--- config.mk ---
export PLATFORM = sky130hd
export DESIGN_NAME = lowercase_string_poly_hash
export DESIGN_NICKNAME = d
export VERILOG_FILES = /design/src/hdl/lsph_pkg.sv /design/src/hdl/lsph_rem.sv /design/src/hdl/lowercase_string_poly_hash.sv
export SDC_FILE = /design/constraint.sdc
export NUM_CORES = 1
export LEC_CHECK = 0
export ABC_AREA = 1
export BUFFER_PORTS_ARGS = -buffer_cell sky130_fd_sc_hd__buf_2
export CORE_ASPECT_RATIO = 1.5
export CORE_UTILIZATION = 40
export CTS_CLUSTER_SIZE = 8
export DETAILED_ROUTE_END_ITERATION = 8
export GPL_ROUTABILITY_DRIVEN = 0
export PLACE_DENSITY = 0.53
export SYNTH_ARGS = -nofsm -noshare
export SYNTH_HDL_FRONTEND = slang
export SYNTH_SLANG_ARGS = --single-unit
--- constraint.sdc ---
create_clock -name clk -period 6.4 [get_ports clk]
set_clock_uncertainty 0.15 [all_clocks]
set_input_delay 0.96 -clock clk [delete_from_list [all_inputs] [get_ports clk]]
set_output_delay 0.96 -clock clk [all_outputs]
set_load 0.01 [all_outputs]
--- src/hdl/lsph_pkg.sv ---
`timescale 1ns / 1ps

package lsph_pkg;

	// Remainder unit sizing: the widest dividend is hash + term * power (24 bits),
	// padded to 26 bits; the unit retires two bits per cycle.
	localparam int DIVIDEND_W = 26;
	localparam int DIVISOR_W  = 13;
	localparam int STEP_W     = 4;

	localparam int LETTER_W   = 5;
	localparam int HASH_W     = 12;
	localparam int TERM_W     = 12;
	localparam int CFG_W      = 13;
	localparam int INDEX_W    = 2;
	localparam int MOD_W      = 9;

	localparam logic [INDEX_W-1:0] REG_TABLE_SIZE     = 2'd0;
	localparam logic [INDEX_W-1:0] REG_FIRST_MODULUS  = 2'd1;
	localparam logic [INDEX_W-1:0] REG_SECOND_MODULUS = 2'd2;

	localparam logic [CFG_W-1:0] TABLE_LIMIT = 13'd4096;
	localparam logic [5:0]       POWER_BASE  = 6'd53;

	typedef enum logic [2:0] {
		ST_IDLE,
		ST_MOD_A,
		ST_MOD_B,
		ST_TERM,
		ST_PROD,
		ST_MOD_H,
		ST_MOD_P,
		ST_MOD_F
	} state_t;

	typedef struct packed {
		logic                  start;
		logic [DIVIDEND_W-1:0] dividend;
		logic [DIVISOR_W-1:0]  divisor;
		logic [STEP_W-1:0]     steps;
	} rem_req_t;

endpackage

--- src/hdl/lsph_rem.sv ---
`timescale 1ns / 1ps

module lsph_rem import lsph_pkg::*; (
	input  logic                 clk,
	input  logic                 arst_n,
	input  rem_req_t             req,
	output logic                 busy,
	output logic [DIVISOR_W-1:0] remainder
);

	logic [DIVIDEND_W-1:0] dividend_q;
	logic [DIVISOR_W-1:0]  divisor_q;
	logic [DIVISOR_W-1:0]  rem_q;
	logic [STEP_W-1:0]     count_q;
	logic                  busy_q;

	logic [DIVISOR_W:0]   r1, r2, dext;
	logic [DIVISOR_W-1:0] r1_red, r2_red;

	// Restoring remainder, two dividend bits per cycle. The dividend is
	// consumed from its top bit, so callers place the value at the top.
	always_comb begin
		dext   = {1'b0, divisor_q};
		r1     = {rem_q, dividend_q[DIVIDEND_W-1]};
		r1_red = (r1 >= dext) ? DIVISOR_W'(r1 - dext) : r1[DIVISOR_W-1:0];
		r2     = {r1_red, dividend_q[DIVIDEND_W-2]};
		r2_red = (r2 >= dext) ? DIVISOR_W'(r2 - dext) : r2[DIVISOR_W-1:0];
	end

	always_ff @(posedge clk or negedge arst_n) begin
		if (!arst_n) begin
			busy_q  <= 1'b0;
			count_q <= '0;
		end else if (req.start) begin
			busy_q  <= 1'b1;
			count_q <= req.steps;
		end else if (busy_q) begin
			count_q <= count_q - STEP_W'(1);
			if (count_q == STEP_W'(1)) begin
				busy_q <= 1'b0;
			end
		end
	end

	always_ff @(posedge clk) begin
		if (req.start) begin
			dividend_q <= req.dividend;
			divisor_q  <= req.divisor;
			rem_q      <= '0;
		end else if (busy_q) begin
			dividend_q <= {dividend_q[DIVIDEND_W-3:0], 2'b00};
			rem_q      <= r2_red;
		end
	end

	assign busy      = busy_q;
	assign remainder = rem_q;

	a_start_busy: assert property (@(posedge clk) disable iff (!arst_n)
		req.start |=> busy_q)
		else $error("remainder unit did not start");

	a_last_step: assert property (@(posedge clk) disable iff (!arst_n)
		(busy_q && count_q == STEP_W'(1) && !req.start) |=> !busy_q)
		else $error("remainder unit ran past its step count");

	a_rem_bound: assert property (@(posedge clk) disable iff (!arst_n)
		busy_q |-> (rem_q < divisor_q))
		else $error("partial remainder not below divisor");

endmodule

--- src/hdl/lowercase_string_poly_hash.sv ---
`timescale 1ns / 1ps

// Polynomial hash of a lowercase name streamed one letter per transfer; the
// transfer that carries last produces one result with the hash reduced below
// table_size and a flag for names longer than MAX_LEN letters. Every modulo
// runs on a single shared remainder unit that retires two dividend bits per
// cycle. Letters past MAX_LEN are accepted without being hashed, and a final
// one still ends the name and produces the result.
// The input is not ready while a letter is being worked on. A finished hash
// sits in an output register, so the next name can start while it waits.
// Configuration may be written between letters and applies to the next one.

module lowercase_string_poly_hash import lsph_pkg::*; #(
	parameter int MAX_LEN = 64
) (
	input  logic                clk,
	input  logic                arst_n,
	input  logic                cfg_we,
	input  logic [INDEX_W-1:0]  cfg_index,
	input  logic [CFG_W-1:0]    cfg_data,
	input  logic                in_valid,
	output logic                in_ready,
	input  logic [LETTER_W-1:0] letter,
	input  logic                last,
	output logic                out_valid,
	input  logic                out_ready,
	output logic [HASH_W-1:0]   hash_value,
	output logic                too_long
);

	localparam int PosW = $clog2(MAX_LEN + 1);
	localparam logic [PosW-1:0] MaxPos = PosW'(MAX_LEN);

	localparam logic [STEP_W-1:0] StepsLetter = 4'd3;
	localparam logic [STEP_W-1:0] StepsProd   = 4'd12;
	localparam logic [STEP_W-1:0] StepsPower  = 4'd9;
	localparam logic [STEP_W-1:0] StepsHash   = 4'd6;

	state_t state_q, state_d;

	logic [CFG_W-1:0] table_size_q;
	logic [MOD_W-1:0] first_modulus_q, second_modulus_q;

	logic [HASH_W-1:0]   hash_q, power_q;
	logic [PosW-1:0]     pos_q;
	logic                overflow_q;
	logic [LETTER_W-1:0] letter_q;
	logic                last_q;
	logic [LETTER_W-1:0] ra_q, rb_q;
	logic [TERM_W-1:0]   term_q;

	logic                out_valid_q;
	logic [HASH_W-1:0]   hash_value_q;
	logic                too_long_q;

	logic [CFG_W-1:0]    m_eff;
	logic [MOD_W-1:0]    a_eff, b_eff;
	logic                full;
	logic                accept;
	logic                out_free;

	rem_req_t             rem_req;
	logic                 rem_busy;
	logic [DIVISOR_W-1:0] rem_val;

	logic load_letter, load_ra, load_rb, load_term, load_hash, load_power;
	logic mark_overflow, load_out;

	logic [23:0] prod;
	logic [17:0] power_next;

	lsph_rem u_rem (
		.clk       (clk),
		.arst_n    (arst_n),
		.req       (rem_req),
		.busy      (rem_busy),
		.remainder (rem_val)
	);

	// A zero modulus behaves as one; the table never exceeds 4096 entries.
	always_comb begin
		if (table_size_q == '0) begin
			m_eff = CFG_W'(1);
		end else if (table_size_q > TABLE_LIMIT) begin
			m_eff = TABLE_LIMIT;
		end else begin
			m_eff = table_size_q;
		end
		a_eff = (first_modulus_q == '0) ? MOD_W'(1) : first_modulus_q;
		b_eff = (second_modulus_q == '0) ? MOD_W'(1) : second_modulus_q;
	end

	assign full       = (pos_q >= MaxPos);
	assign accept     = in_valid && in_ready;
	assign out_free   = !out_valid_q || out_ready;
	assign prod       = 24'(term_q) * 24'(power_q) + 24'(hash_q);
	assign power_next = 18'(power_q) * 18'(POWER_BASE);

	always_comb begin
		state_d = state_q;
		unique case (state_q)
			ST_IDLE: begin
				if (in_valid) begin
					if (!full) begin
						state_d = ST_MOD_A;
					end else if (last) begin
						state_d = ST_MOD_F;
					end
				end
			end
			ST_MOD_A: if (!rem_busy) state_d = ST_MOD_B;
			ST_MOD_B: if (!rem_busy) state_d = ST_TERM;
			ST_TERM:  state_d = ST_PROD;
			ST_PROD:  state_d = ST_MOD_H;
			ST_MOD_H: if (!rem_busy) state_d = ST_MOD_P;
			ST_MOD_P: begin
				if (!rem_busy) begin
					state_d = last_q ? ST_MOD_F : ST_IDLE;
				end
			end
			ST_MOD_F: if (!rem_busy && out_free) state_d = ST_IDLE;
			default:  state_d = ST_IDLE;
		endcase
	end

	always_comb begin
		in_ready      = 1'b0;
		rem_req       = '0;
		load_letter   = 1'b0;
		load_ra       = 1'b0;
		load_rb       = 1'b0;
		load_term     = 1'b0;
		load_hash     = 1'b0;
		load_power    = 1'b0;
		mark_overflow = 1'b0;
		load_out      = 1'b0;
		unique case (state_q)
			ST_IDLE: begin
				in_ready    = 1'b1;
				load_letter = in_valid;
				if (in_valid && !full) begin
					rem_req.start    = 1'b1;
					rem_req.dividend = {1'b0, letter, 20'b0};
					rem_req.divisor  = DIVISOR_W'(a_eff);
					rem_req.steps    = StepsLetter;
				end else if (in_valid) begin
					mark_overflow = 1'b1;
					if (last) begin
						rem_req.start    = 1'b1;
						rem_req.dividend = {hash_q, 14'b0};
						rem_req.divisor  = m_eff;
						rem_req.steps    = StepsHash;
					end
				end
			end
			ST_MOD_A: begin
				if (!rem_busy) begin
					load_ra          = 1'b1;
					rem_req.start    = 1'b1;
					rem_req.dividend = {1'b0, letter_q, 20'b0};
					rem_req.divisor  = DIVISOR_W'(b_eff);
					rem_req.steps    = StepsLetter;
				end
			end
			ST_MOD_B: load_rb = !rem_busy;
			ST_TERM:  load_term = 1'b1;
			ST_PROD: begin
				rem_req.start    = 1'b1;
				rem_req.dividend = {prod, 2'b0};
				rem_req.divisor  = m_eff;
				rem_req.steps    = StepsProd;
			end
			ST_MOD_H: begin
				if (!rem_busy) begin
					load_hash        = 1'b1;
					rem_req.start    = 1'b1;
					rem_req.dividend = {power_next, 8'b0};
					rem_req.divisor  = m_eff;
					rem_req.steps    = StepsPower;
				end
			end
			ST_MOD_P: begin
				if (!rem_busy) begin
					load_power = 1'b1;
					if (last_q) begin
						rem_req.start    = 1'b1;
						rem_req.dividend = {hash_q, 14'b0};
						rem_req.divisor  = m_eff;
						rem_req.steps    = StepsHash;
					end
				end
			end
			ST_MOD_F: load_out = !rem_busy && out_free;
			default: ;
		endcase
	end

	always_ff @(posedge clk or negedge arst_n) begin
		if (!arst_n) begin
			state_q          <= ST_IDLE;
			table_size_q     <= CFG_W'(1);
			first_modulus_q  <= MOD_W'(2);
			second_modulus_q <= MOD_W'(3);
			hash_q           <= '0;
			power_q          <= HASH_W'(1);
			pos_q            <= '0;
			overflow_q       <= 1'b0;
			out_valid_q      <= 1'b0;
		end else begin
			state_q <= state_d;
			if (cfg_we) begin
				unique case (cfg_index)
					REG_TABLE_SIZE:     table_size_q     <= cfg_data;
					REG_FIRST_MODULUS:  first_modulus_q  <= cfg_data[MOD_W-1:0];
					REG_SECOND_MODULUS: second_modulus_q <= cfg_data[MOD_W-1:0];
					default: ;
				endcase
			end
			if (mark_overflow) begin
				overflow_q <= 1'b1;
			end
			if (load_hash) begin
				hash_q <= rem_val[HASH_W-1:0];
			end
			if (load_power) begin
				power_q <= rem_val[HASH_W-1:0];
				pos_q   <= pos_q + PosW'(1);
			end
			if (load_out) begin
				// The name is complete: start the next one from a clean state.
				hash_q      <= '0;
				power_q     <= HASH_W'(1);
				pos_q       <= '0;
				overflow_q  <= 1'b0;
				out_valid_q <= 1'b1;
			end else if (out_ready) begin
				out_valid_q <= 1'b0;
			end
		end
	end

	always_ff @(posedge clk) begin
		if (load_letter) begin
			letter_q <= letter;
			last_q   <= last;
		end
		if (load_ra) begin
			ra_q <= rem_val[LETTER_W-1:0];
		end
		if (load_rb) begin
			rb_q <= rem_val[LETTER_W-1:0];
		end
		if (load_term) begin
			term_q <= TERM_W'(ra_q) + TERM_W'(pos_q) * TERM_W'(rb_q);
		end
		if (load_out) begin
			hash_value_q <= rem_val[HASH_W-1:0];
			too_long_q   <= overflow_q;
		end
	end

	assign out_valid  = out_valid_q;
	assign hash_value = hash_value_q;
	assign too_long   = too_long_q;

	a_idle_unit_free: assert property (@(posedge clk) disable iff (!arst_n)
		in_ready |-> !rem_busy)
		else $error("input ready while the remainder unit is busy");

	a_pos_bound: assert property (@(posedge clk) disable iff (!arst_n)
		pos_q <= MaxPos)
		else $error("letter position beyond the length limit");

	a_overflow_set: assert property (@(posedge clk) disable iff (!arst_n)
		(accept && full) |=> overflow_q)
		else $error("overlong name did not raise the overflow flag");

	a_result_bound: assert property (@(posedge clk) disable iff (!arst_n)
		load_out |=> (13'(hash_value_q) < $past(m_eff)))
		else $error("hash not reduced below the table size");

endmodule
* Word-level counts from Yosys, hierarchy flattened *
Cells that the tools add are included.

word-level totals
  bits of input ports = 26
  word-level logic and storage cells = 124
  output and inout bits = 15
  register bits = 165

operators by class
  reductions and logical operators = 20
  $add $sub $neg = 6
  multiplexer cells = 53
  eq/ne operators = 17
  order comparisons = 4
  $mul = 3

operator list
  kind                   number
  $mux 44                7
  $pmux 44 s5            1
  $mux 13                4
  $mux 26                2
  $mux 12                4
  $ge 14x13->1           2
  $mux 3                 9
  $sub 13x13->13         2
  $add 24x12->24         1
  $mul 12x12->24         1
  $pmux 3 s8             1
  $mux 1                 19
  $logic_not 9->1        2
  $mul 12x6->18 const B  1
  $mux 9                 2
  $mux 7                 2
  $gt 13x13->1 const B   1
  $logic_not 13->1       1
  $add 5x12->12          1
  $eq 3x3->1 const B     4
  $mul 7x5->12           1
  $ne 2x2->1 const B     6
  $reduce_bool 2->1      5
  $mux 4                 2
  16 further kinds       22

* Logic depth before layout (Yosys ltp) *
Gate-level depths: netlist of run 1.

  depth in word-level cells = 8
  mapped depth = 26
  mapped depth without buffers = 26

* Cells and area by module *
Synthesis of run 1 repeated with hierarchy kept, for this count alone.

second synthesis, totals
  cells, all modules = 2295
  area, all modules = 17413.0 um^2

by module, submodules not included
  module                      times used  area an instance (um^2)  cells each  sequential area each (um^2)
  lowercase_string_poly_hash  1           13261.5                  1719        2914.0
  lsph_rem                    1           4151.5                   576         1556.5

* Least setup slack after synthesis of run 1 *
OpenSTA, ideal clock, no wires.

  kind = flip-flop to flip-flop
  start = register power_q[2]
  end = register u_rem.dividend_q[18], data pin
  data required time = 5.994 ns
  path slack = 1.204 ns
  arrival time = 4.790 ns
  stages on the path, launching flop included = 22
  cells stage by stage = dfrtp_1 -> clkbuf_1 -> nand2_1 -> inv_1 -> fa_1 -> inv_1 -> fa_1 -> inv_1 -> fa_1 -> inv_1 -> fa_1 -> fa_1 -> inv_1 -> ha_1 -> a21oi_1 -> o21ai_0 -> a21o_1 -> nand3b_1 -> nand2_1 -> or2_2 -> nand3_1 -> a21oi_1

between the ends
  longest elaborated chain between the ends = 4

RTL lines
  item                                             line                                                                 RTL
  from (decl)                                      lowercase_string_poly_hash.sv:44                                     logic [HASH_W-1:0] hash_q, power_q;
  from (signal assigned)                           lowercase_string_poly_hash.sv:226                                    power_q <= rem_val[HASH_W-1:0];
  $mul 12x12->24 or $mul 12x6->18 (tied branches)  lowercase_string_poly_hash.sv:96, lowercase_string_poly_hash.sv:97
  $add 24x12->24 or $mux 44 (tied branches)        lowercase_string_poly_hash.sv:96, lowercase_string_poly_hash.sv:174
  $pmux 44 s5 *                                    lowercase_string_poly_hash.sv:137                                    unique case (state_q)
  $mux 26 *                                        lsph_rem.sv:46                                                       if (req.start) begin
  to (signal assigned)                             lsph_rem.sv:47                                                       dividend_q <= req.dividend;
  to (signal assigned)                             lsph_rem.sv:51                                                       dividend_q <= {dividend_q[DIVIDEND_W-3:0], 2'b00};
  to (decl)                                        lsph_rem.sv:11                                                       logic [DIVIDEND_W-1:0] dividend_q;

Every way passes the cells marked *; elsewhere a longest branch is shown, timed or not.
A chain may end at the register's enable or synchronous reset.

* Worst setup path in the final report of run 1 *
  start = register power_q[8]
  end = register u_rem.dividend_q[24], data pin

Same word-level chain as after synthesis.

==> flow_summary_export.csv, run 1 <==
group,metric,value,unit
run_status,status,"finished, final reports clean",
yosys,synth_area_per_cell,8.005,µm²
yosys,yosysSeqAreaShare,26.75,%
worst_setup_path,startpoint_type,"register",
floorplanning,dieArea,42060,µm²
final_layout,diodes,0,
global_routing,grt_pass1_vias,13670,
final_layout,fin_nets,2417,
cts,cts_buffers,17,
drt,dr.pass1.iters,5,
worst_setup_path,crit_path_end_kind,"register",
timing,fmax,174.6,MHz
cts,cts_tree,"yes",
cts,path_clk_slew,70,ps
yosys,synth_nets,2402,
cts,clock_path_buffers,2,
place,portBuffers,40,
timing,setup_viol,0,
floorplanning,die_h,250.7,µm
final_layout,fillers,4070,
final_layout,final_layout_size_suffix_gt1_share,5.603,%
final_layout,final_cell_mix,"505 x nand2_1, 474 x inv_1, 166 x ha_1, 150 x fa_1, 96 x o21ai_0",
global_routing,antenna_found_initial,0,
yosys,netlist.area_leader.share,18.21,%
drt,drt-initial-drc-count,685,
hold_path,hold_path.class,"reg -> reg",
cts,postCtsSetupBuffers,0,
timing,slew_violations,0,
final_layout,multiInputGateArea,10010,µm²
yosys,syn_area,16490,µm²
final_layout,regArea,4410,µm²
timing,slew_headroom,29.08,%
cts,htree_levels,4,
final_layout,area_growth,7.338,%
global_routing,grt-ovfl-total,0,
drt,viasPerCell,5.110,
run,max_cap_violations,0,
timing,rsz0062_at_grt,"no",
cts,cts_root_buffer,"clkbuf_16",
worst_setup_path,critPathRequiredTime,6420,ps
global_routing,grt_usage,23.37,%
drt,wl,47050,µm
place,dp_hpwl,38980,µm
yosys,synth.area.top_cells,"fa_1 18%, edfxtp_1 14%, ha_1 13%",
floorplanning,core.rowCount,90,
drt,vias,13260,
cts,hold_buffers,0,
place,dp.cells,2562,
drt,drc_errors,0,
drt,wl_per_cell,18.14,µm
floorplanning,ioPinCount,41,
final_layout,final_common_cell,"nand2_1",
floorplanning,initial_core_util,40.79,%
cts,clk_latency,460,ps
final_layout,final_cells,2594,
worst_setup_path,arrival,5750,ps
timing,finalSetupTns,0,ps
cts,clock_sinks,163,
timing,hold_viol_final,0,
global_routing,grt_pass1_wl,74660,µm
final_layout,final_util,43.78,%
timing,tightest_slew,1060,ps
yosys,async_reset_ff_share,44.17,%
worst_setup_path,worstPathMaxFanout,17,
worst_setup_path,r2r-start,"power_q[8]",
yosys,syn_inst,2060,
timing,post-route-period-util,89.50,%
yosys,synth_edf_count,78,
yosys,synth-seq-cells,163,
drt,ant_nets,0,
timing,min_period,5728,ps
yosys,synth_top_cell_by_area,"fa_1",
floorplanning,core_area,40430,µm²
yosys,synth_warnings,0,
yosys,synth_cell_types,49,
yosys,ys.flop_type,"edfxtp_1",
hold_path,min_from,"u_rem.remainder[11]",
worst_setup_path,path_class,"reg -> reg",
global_routing,grt_max_degree,73,
cts,cts_repair_resize_count,0,
worst_setup_path,cp-startpoint,"power_q[8]",
floorplanning,fp.dieW,167.8,µm
worst paths after layout:
| check | end | slack, ps | cells after the start |
|---|---|---|---|
| max | u_rem.dividend_q[24] | 670 | 17 |
| min | hash_value[11] | 330 | 0 |
| min in group asynchronous | power_q[8] | 510 | 1 |
| max in group asynchronous | table_size_q[8] | 4920 | 1 |
| min reg2reg | hash_value[11] | 330 | 0 |
| max reg2reg | u_rem.dividend_q[24] | 670 | 17 |
logic make-up (layout without fill, tap and decap cells):
logic type | count (synthesis) | after routing | synth area share, %
mux | 3 | 3 | 0.2049
fa+ha+maj | 316 | 316 | 30.81
flops | 163 | 163 | 26.75
buf+inv | 535 | 563 | 12.57
simple gates | 748 | 748 | 19.03
xor+xnor | 33 | 33 | 1.753
compound gates | 262 | 262 | 8.893
registers in the layout (all words and copies together) (netlist names), 3 cells and up:
name	flops
first_modulus_q	9
table_size_q	13
pos_q	7
letter_q	5
u_rem.remainder	13
u_rem.divisor_q	13
power_q	12
ra_q	5
rb_q	5
state_q	3
u_rem.count_q	4
u_rem.dividend_q	24
term_q	12
hash_value	12
second_modulus_q	9
hash_q	12
synthesized netlist by cell type, types with 3 or more instances:
library cell    n
nand2_1       505
inv_1         474
ha_1          166
fa_1          150
o21ai_0        96
a21oi_1        95
nand3_1        88
nor2_1         86
edfxtp_1       78
dfrtp_1        67
clkbuf_1       35
nand4_1        23
xor2_1         22
o21ai_1        16
dfxtp_1        13
nor3_1         13
xnor2_1        11
a21o_1         10
inv_2           9
nor4_1          8
a31oi_1         7
o21a_1          7
buf_2           6
o21bai_1        6
or2_2           6
buf_4           5
buf_6           5
dfstp_2         5
nor2_4          5
a221oi_1        4
nand3b_1        4
o211ai_1        4
o221ai_1        4
a22o_1          3
mux2_2          3
nand2_2         3
layout make-up:
class | count | area share, %
inverter | 484 | 10.26
tap | 506 | 3.577
clock buffer | 20 | 2.580
multi-input combinational | 1362 | 56.54
timing repair buffer | 47 | 1.442
sequential | 163 | 24.92
clock inverter | 12 | 0.6786
critical path, stage by stage (launching register included):
cell	delay, ps
dfrtp_1	770
nand2_1	170
fa_1	490
fa_1	540
inv_1	50
fa_1	470
fa_1	580
inv_1	70
fa_1	540
inv_1	50
ha_1	390
a21oi_1	240
o21ai_0	170
a21o_1	180
nand2_1	50
nand3_1	90
o21ai_0	290
nand4_1	170
per-stage QoR:
| stage | setup WS [ps] | hold slack (ps) | cell area [µm²] |
|---|---|---|---|
| after global routing | 312.2 | 343.7 | 17700 |
| after detailed placement | 646.2 | 308.8 | 17120 |
| after global placement | 631.5 | 319.1 | 17120 |
| after floorplan | 1204 | 274.9 | 16490 |
| after CTS | 607.9 | 328.0 | 17700 |
| final | 671.8 | 328.7 | 17700 |
per-layer routing:
layer  vias to the layer above  track usage [%]  part of all wire [%]
li1                       6445                -                     -
met1                      6401            25.25                    38
met2                       311            43.45                    53
met3                        99            2.449                   2.9
met4                         0            14.21                   6.3
met5                         -                0                     0
Power of run 1 is left out: the tool's default activity adds up to more than one toggle a clock period on the data nets, which glitch-free logic cannot reach.
==> run 2: changes to the inputs <==
--- a/config.mk
+++ b/config.mk
@@ -6,13 +6,13 @@
 export NUM_CORES = 1
 export LEC_CHECK = 0
 export ABC_AREA = 1
-export BUFFER_PORTS_ARGS = -buffer_cell sky130_fd_sc_hd__buf_2
 export CORE_ASPECT_RATIO = 1.5
 export CORE_UTILIZATION = 40
 export CTS_CLUSTER_SIZE = 8
 export DETAILED_ROUTE_END_ITERATION = 8
+export DONT_BUFFER_PORTS = 1
 export GPL_ROUTABILITY_DRIVEN = 0
-export PLACE_DENSITY = 0.53
+export PLACE_DENSITY = 0.52
 export SYNTH_ARGS = -nofsm -noshare
 export SYNTH_HDL_FRONTEND = slang
 export SYNTH_SLANG_ARGS = --single-unit
==> flow_summary_export.csv, run 2 (synthesized netlist as in run 1, its figures left out) <==
group,metric,value,unit
timing,finalSetupTns,0,ps
drt,wl,47000,µm
timing,slew_headroom,26.33,%
final_layout,final_cells,2559,
worst_setup_path,crit_path_frequent_cell,"fa_1",
worst_setup_path,startpoint_type,"register",
floorplanning,initial_core_util,40.79,%
worst_setup_path,max_stage_delay,720,ps
timing,post-route-period-util,93.65,%
place,portBuffers,0,
timing,min_period,5993,ps
global_routing,grt_usage,23.15,%
floorplanning,core.rowCount,90,
drt,vias,13040,
final_layout,final_common_cell,"nand2_1",
cts,postCtsSetupBuffers,0,
cts,cts_buffers,17,
floorplanning,fp.dieW,167.8,µm
drt,dr.pass1.iters,5,
drt,ant_nets,0,
floorplanning,core_area,40430,µm²
worst_setup_path,slowest_stage,"edfxtp_1",
final_layout,final_layout_size_suffix_gt1_share,4.092,%
final_layout,largest_register,"u_rem.dividend_q",
hold_path,hold_path.class,"in -> async",
drt,drt-initial-drc-count,610,
final_layout,stdcell_area,17550,µm²
cts,path_clk_slew,80,ps
floorplanning,dieArea,42060,µm²
floorplanning,ioPinCount,41,
cts,clock_path_buffers,2,
place,dp_hpwl,39040,µm
global_routing,antenna_found_initial,0,
floorplanning,die_h,250.7,µm
global_routing,grt_max_degree,73,
cts,cts_tree,"yes",
run,max_cap_violations,0,
cts,htree_levels,4,
worst_setup_path,crit_path_end_kind,"register",
place,placed_area,16960,µm²
cts,clock_sinks,163,
timing,hold_viol_final,0,
final_layout,largest_reg_flops,24,
run_status,status,"finished, final reports clean",
final_layout,final_cell_mix,"505 x nand2_1, 474 x inv_1, 166 x ha_1, 150 x fa_1",
worst_setup_path,critPathRequiredTime,6420,ps
final_layout,fin_nets,2382,
worst_setup_path,path_class,"reg -> reg",
timing,tightest_slew,1097,ps
timing,rsz0062_at_grt,"no",
global_routing,grt_pass1_wl,73580,µm
global_routing,grt-ovfl-total,0,
final_layout,fillers,4092,
worst_setup_path,crit_chain,"nand2_1 > fa_1 > fa_1 > inv_1 > fa_1 > fa_1 > inv_1 > fa_1 > inv_1 > ha_1 > a21oi_1 > o21ai_0 > a21o_1 > nand2_1 > nand3_1 > o21ai_1 > nand4_1",
drt,wl_per_cell,18.36,µm
timing,fmax,166.8,MHz
drt,drc_errors,0,
final_layout,area_growth,6.412,%
cts,clk_latency,460,ps
worst_setup_path,arrival,6010,ps
global_routing,grt_pass1_vias,13310,
place,dp.cells,2527,
final_layout,diodes,0,
timing,setup_viol,0,
drt,viasPerCell,5.094,
cts,cts_root_buffer,"clkbuf_16",
timing,slew_violations,0,
worst_setup_path,worstPathMaxFanout,12,
worst_setup_path,r2r_setup_slack,410,ps
run 2: cell types whose count changed in the layout (fill, tap and decap cells not counted), moves of 2 or more:
cell      previous run  this run
buf_2               39         0
buf_4                8        12
clkbuf_8             2         0
clkinv_8             0         3
inv_4                0         2
inv_6                6         2
inv_8                1         6
run 2: final cells by class:
class | count | area, µm² | area share (%)
clock buffer | 17 | 425.4 | 2.424
timing repair buffer | 12 | 90.09 | 0.5134
tap | 506 | 633.1 | 3.608
inverter | 484 | 1817 | 10.35
multi-input combinational | 1362 | 10010 | 57.03
clock inverter | 15 | 163.9 | 0.9341
sequential | 163 | 4410 | 25.14
run 2: worst paths after layout:
check                           start                   end  cells after the start
min in group clk           overflow_q              too_long                      0
min                            arst_n            overflow_q                      0
max in group asynchronous      arst_n            power_q[0]                      0
max                         term_q[0]  u_rem.dividend_q[24]                     17
max reg2reg                 term_q[0]  u_rem.dividend_q[24]                     17
min reg2reg                overflow_q              too_long                      0
run 2: layer usage:
metal / GRT usage, % / vias up / part of all wire (%) / routed length [µm]
met5: 0 / - / 0 / 0
li1: - / 6373 / - / -
met2: 43.92 / 253 / 54 / 25540
met3: 2.086 / 77 / 2.5 / 1186
met1: 25.17 / 6333 / 38 / 17900
met4: 12.35 / 0 / 5.0 / 2362
run 2: stage by stage:
step           worst slack [ps]  hold slack [ps]  utilization [%]
2_1_floorplan              1204            274.9                -
3_3_place_gp              45.21            286.4            41.95
3_5_place_dp              64.23            290.7            41.95
4_1_cts                   46.43            24.76            43.40
5_1_grt                   82.68            29.77            43.40
6_report                  406.6            50.16            43.40
run 2: critical path: cells and delay by family (launching register included):
kind	cells	cell delay [ps]
flops	1	720
buf+inv	3	160
compound gates	4	1020
simple gates	4	550
fa+ha+maj	6	3100
run 2: timing repair:
action	4_1_cts	5_1_grt
hold buffers	0	0
endpoints found under the setup margin	0	1
endpoints found under the hold margin	0	0
gates resized for setup	0	1
Power of run 2 is left out for the same reason.
==> run 3: changes to the inputs <==
--- a/config.mk
+++ b/config.mk
@@ -12,6 +12,7 @@
 export DETAILED_ROUTE_END_ITERATION = 8
 export DONT_BUFFER_PORTS = 1
 export GPL_ROUTABILITY_DRIVEN = 0
+export MAX_ROUTING_LAYER = met4
 export PLACE_DENSITY = 0.52
 export SYNTH_ARGS = -nofsm -noshare
 export SYNTH_HDL_FRONTEND = slang
==> flow_summary_export.csv, run 3 (synthesized netlist as in run 1, its figures left out) <==
group,metric,value,unit
cts,path_clk_slew,80,ps
floorplanning,initial_core_util,40.79,%
drt,dr.pass1.iters,5,
timing,finalSetupTns,0,ps
place,dp_hpwl,39040,µm
global_routing,antenna_found_initial,0,
worst_setup_path,worstPathMaxFanout,12,
worst_setup_path,path_class,"reg -> reg",
cts,cts_tree,"yes",
global_routing,grt_pass1_vias,13290,
floorplanning,fp.dieW,167.8,µm
timing,post-route-period-util,94.03,%
timing,tightest_slew,1082,ps
drt,viasPerCell,5.105,
worst_setup_path,arrival,6030,ps
final_layout,final_common_cell,"nand2_1",
floorplanning,core_area,40430,µm²
global_routing,grt-ovfl-total,0,
drt,wl_per_cell,18.35,µm
global_routing,grt_usage,23.82,%
timing,rsz0062_at_grt,"no",
cts,clock_sinks,163,
final_layout,area_growth,6.412,%
drt,wl,46970,µm
timing,slew_headroom,27.31,%
worst_setup_path,slowest_stage,"edfxtp_1",
final_layout,largest_reg_flops,24,
hold_path,hold_path.class,"in -> async",
global_routing,grt_pass1_wl,73590,µm
timing,min_period,6018,ps
worst_setup_path,crit_path_end_kind,"register",
timing,final.setup.worst_slack,381.9,ps
worst_setup_path,path_buf_inv,3,
final_layout,final_cell_mix,"505 x nand2_1, 474 x inv_1, 166 x ha_1, 150 x fa_1",
cts,clock_path_buffers,2,
worst_setup_path,rr_worst_depth,17,
final_layout,fillers,4092,
place,portBuffers,0,
timing,fmax,166.2,MHz
timing,hold_viol_final,0,
cts,postCtsSetupBuffers,0,
worst_setup_path,cp.depth,17,
final_layout,diodes,0,
cts,clk_latency,460,ps
global_routing,grt_max_degree,73,
global_routing,use_met2,43.90,%
cts,cts_buffers,17,
final_layout,largest_register,"u_rem.dividend_q",
drt,drc_errors,0,
worst_setup_path,startpoint_type,"register",
floorplanning,ioPinCount,41,
global_routing,use_met1,25.10,%
final_layout,final_layout_size_suffix_gt1_share,4.092,%
drt,drt-initial-drc-count,669,
final_layout,fin_nets,2382,
timing,slew_violations,0,
run_status,status,"finished, final reports clean",
global_routing,busiest_layer,"met2",
worst_setup_path,crit_chain,"nand2_1 > fa_1 > fa_1 > inv_1 > fa_1 > fa_1 > inv_1 > fa_1 > inv_1 > ha_1 > a21oi_1 > o21ai_0 > a21o_1 > nand2_1 > nand3_1 > o21ai_1 > nand4_1",
worst_setup_path,crit_family,"adder cells",
drt,vias,13060,
cts,cts_root_buffer,"clkbuf_16",
worst_setup_path,critPathRequiredTime,6410,ps
floorplanning,dieArea,42060,µm²
worst_setup_path,max_stage_delay,730,ps
global_routing,gr-usage-met3,1.801,%
place,place_worst_setup_slack,64.23,ps
timing,setup_viol,0,
run,max_cap_violations,0,
cts,htree_levels,4,
timing,worst_hold_slack,48.87,ps
floorplanning,die_h,250.7,µm
floorplanning,core.rowCount,90,
drt,ant_nets,0,
worst_setup_path,crit_path_frequent_cell,"fa_1",
-- run 3: cell counts in the layout (fill, tap and decap cells not counted) --
No cell type changed its count.
-- run 3: routing by layer --
| metal | up-vias | share of wire [%] |
|---|---|---|
| li1 | 6376 | - |
| met1 | 6327 | 38 |
| met2 | 271 | 54 |
| met3 | 89 | 2.5 |
| met4 | 0 | 5.3 |
| met5 | - | 0 |
-- run 3: repair_timing --
| item | 4_1_cts | 5_1_grt |
|---|---|---|
| hold buffers | 0 | 0 |
| setup endpoints to repair | 0 | 1 |
| resized for setup | 0 | 1 |
-- run 3: worst register-to-register path, cell delays in order (launching register included) --
cell	delay (ps)
edfxtp_1	730
nand2_1	190
fa_1	570
fa_1	550
inv_1	50
fa_1	530
fa_1	550
inv_1	60
fa_1	540
inv_1	50
ha_1	370
a21oi_1	220
o21ai_0	160
a21o_1	200
nand2_1	60
nand3_1	110
o21ai_1	460
nand4_1	200
-- run 3: worst paths after layout --
check	from	to	slack, ps
setup / recovery	term_q[0]	u_rem.dividend_q[24]	380
hold / removal	arst_n	overflow_q	50
setup reg to reg	term_q[0]	u_rem.dividend_q[24]	380
hold reg to reg	overflow_q	too_long	310
max in group asynchronous	arst_n	power_q[0]	5820
min in group clk	overflow_q	too_long	310
-- run 3: metrics by stage --
stage | util [%] | instance area, µm² | instances
after floorplan | - | 16490 | 2060
after global placement | 41.95 | 16960 | 2527
after detailed placement | 41.95 | 16960 | 2527
after CTS | 43.40 | 17550 | 2559
after global routing | 43.40 | 17550 | 2559
final | 43.40 | 17550 | 2559
-- run 3: layout make-up --
type                            count  area, µm²  share of cell area, %
Inverter                          484       1817                  10.35
Tap cell                          506      633.1                  3.608
Multi-Input combinational cell   1362      10010                  57.03
Clock inverter                     15      163.9                 0.9341
Timing Repair Buffer               12      90.09                 0.5134
Sequential cell                   163       4410                  25.14
Clock buffer                       17      425.4                  2.424
Power of run 3 is left out for the same reason.
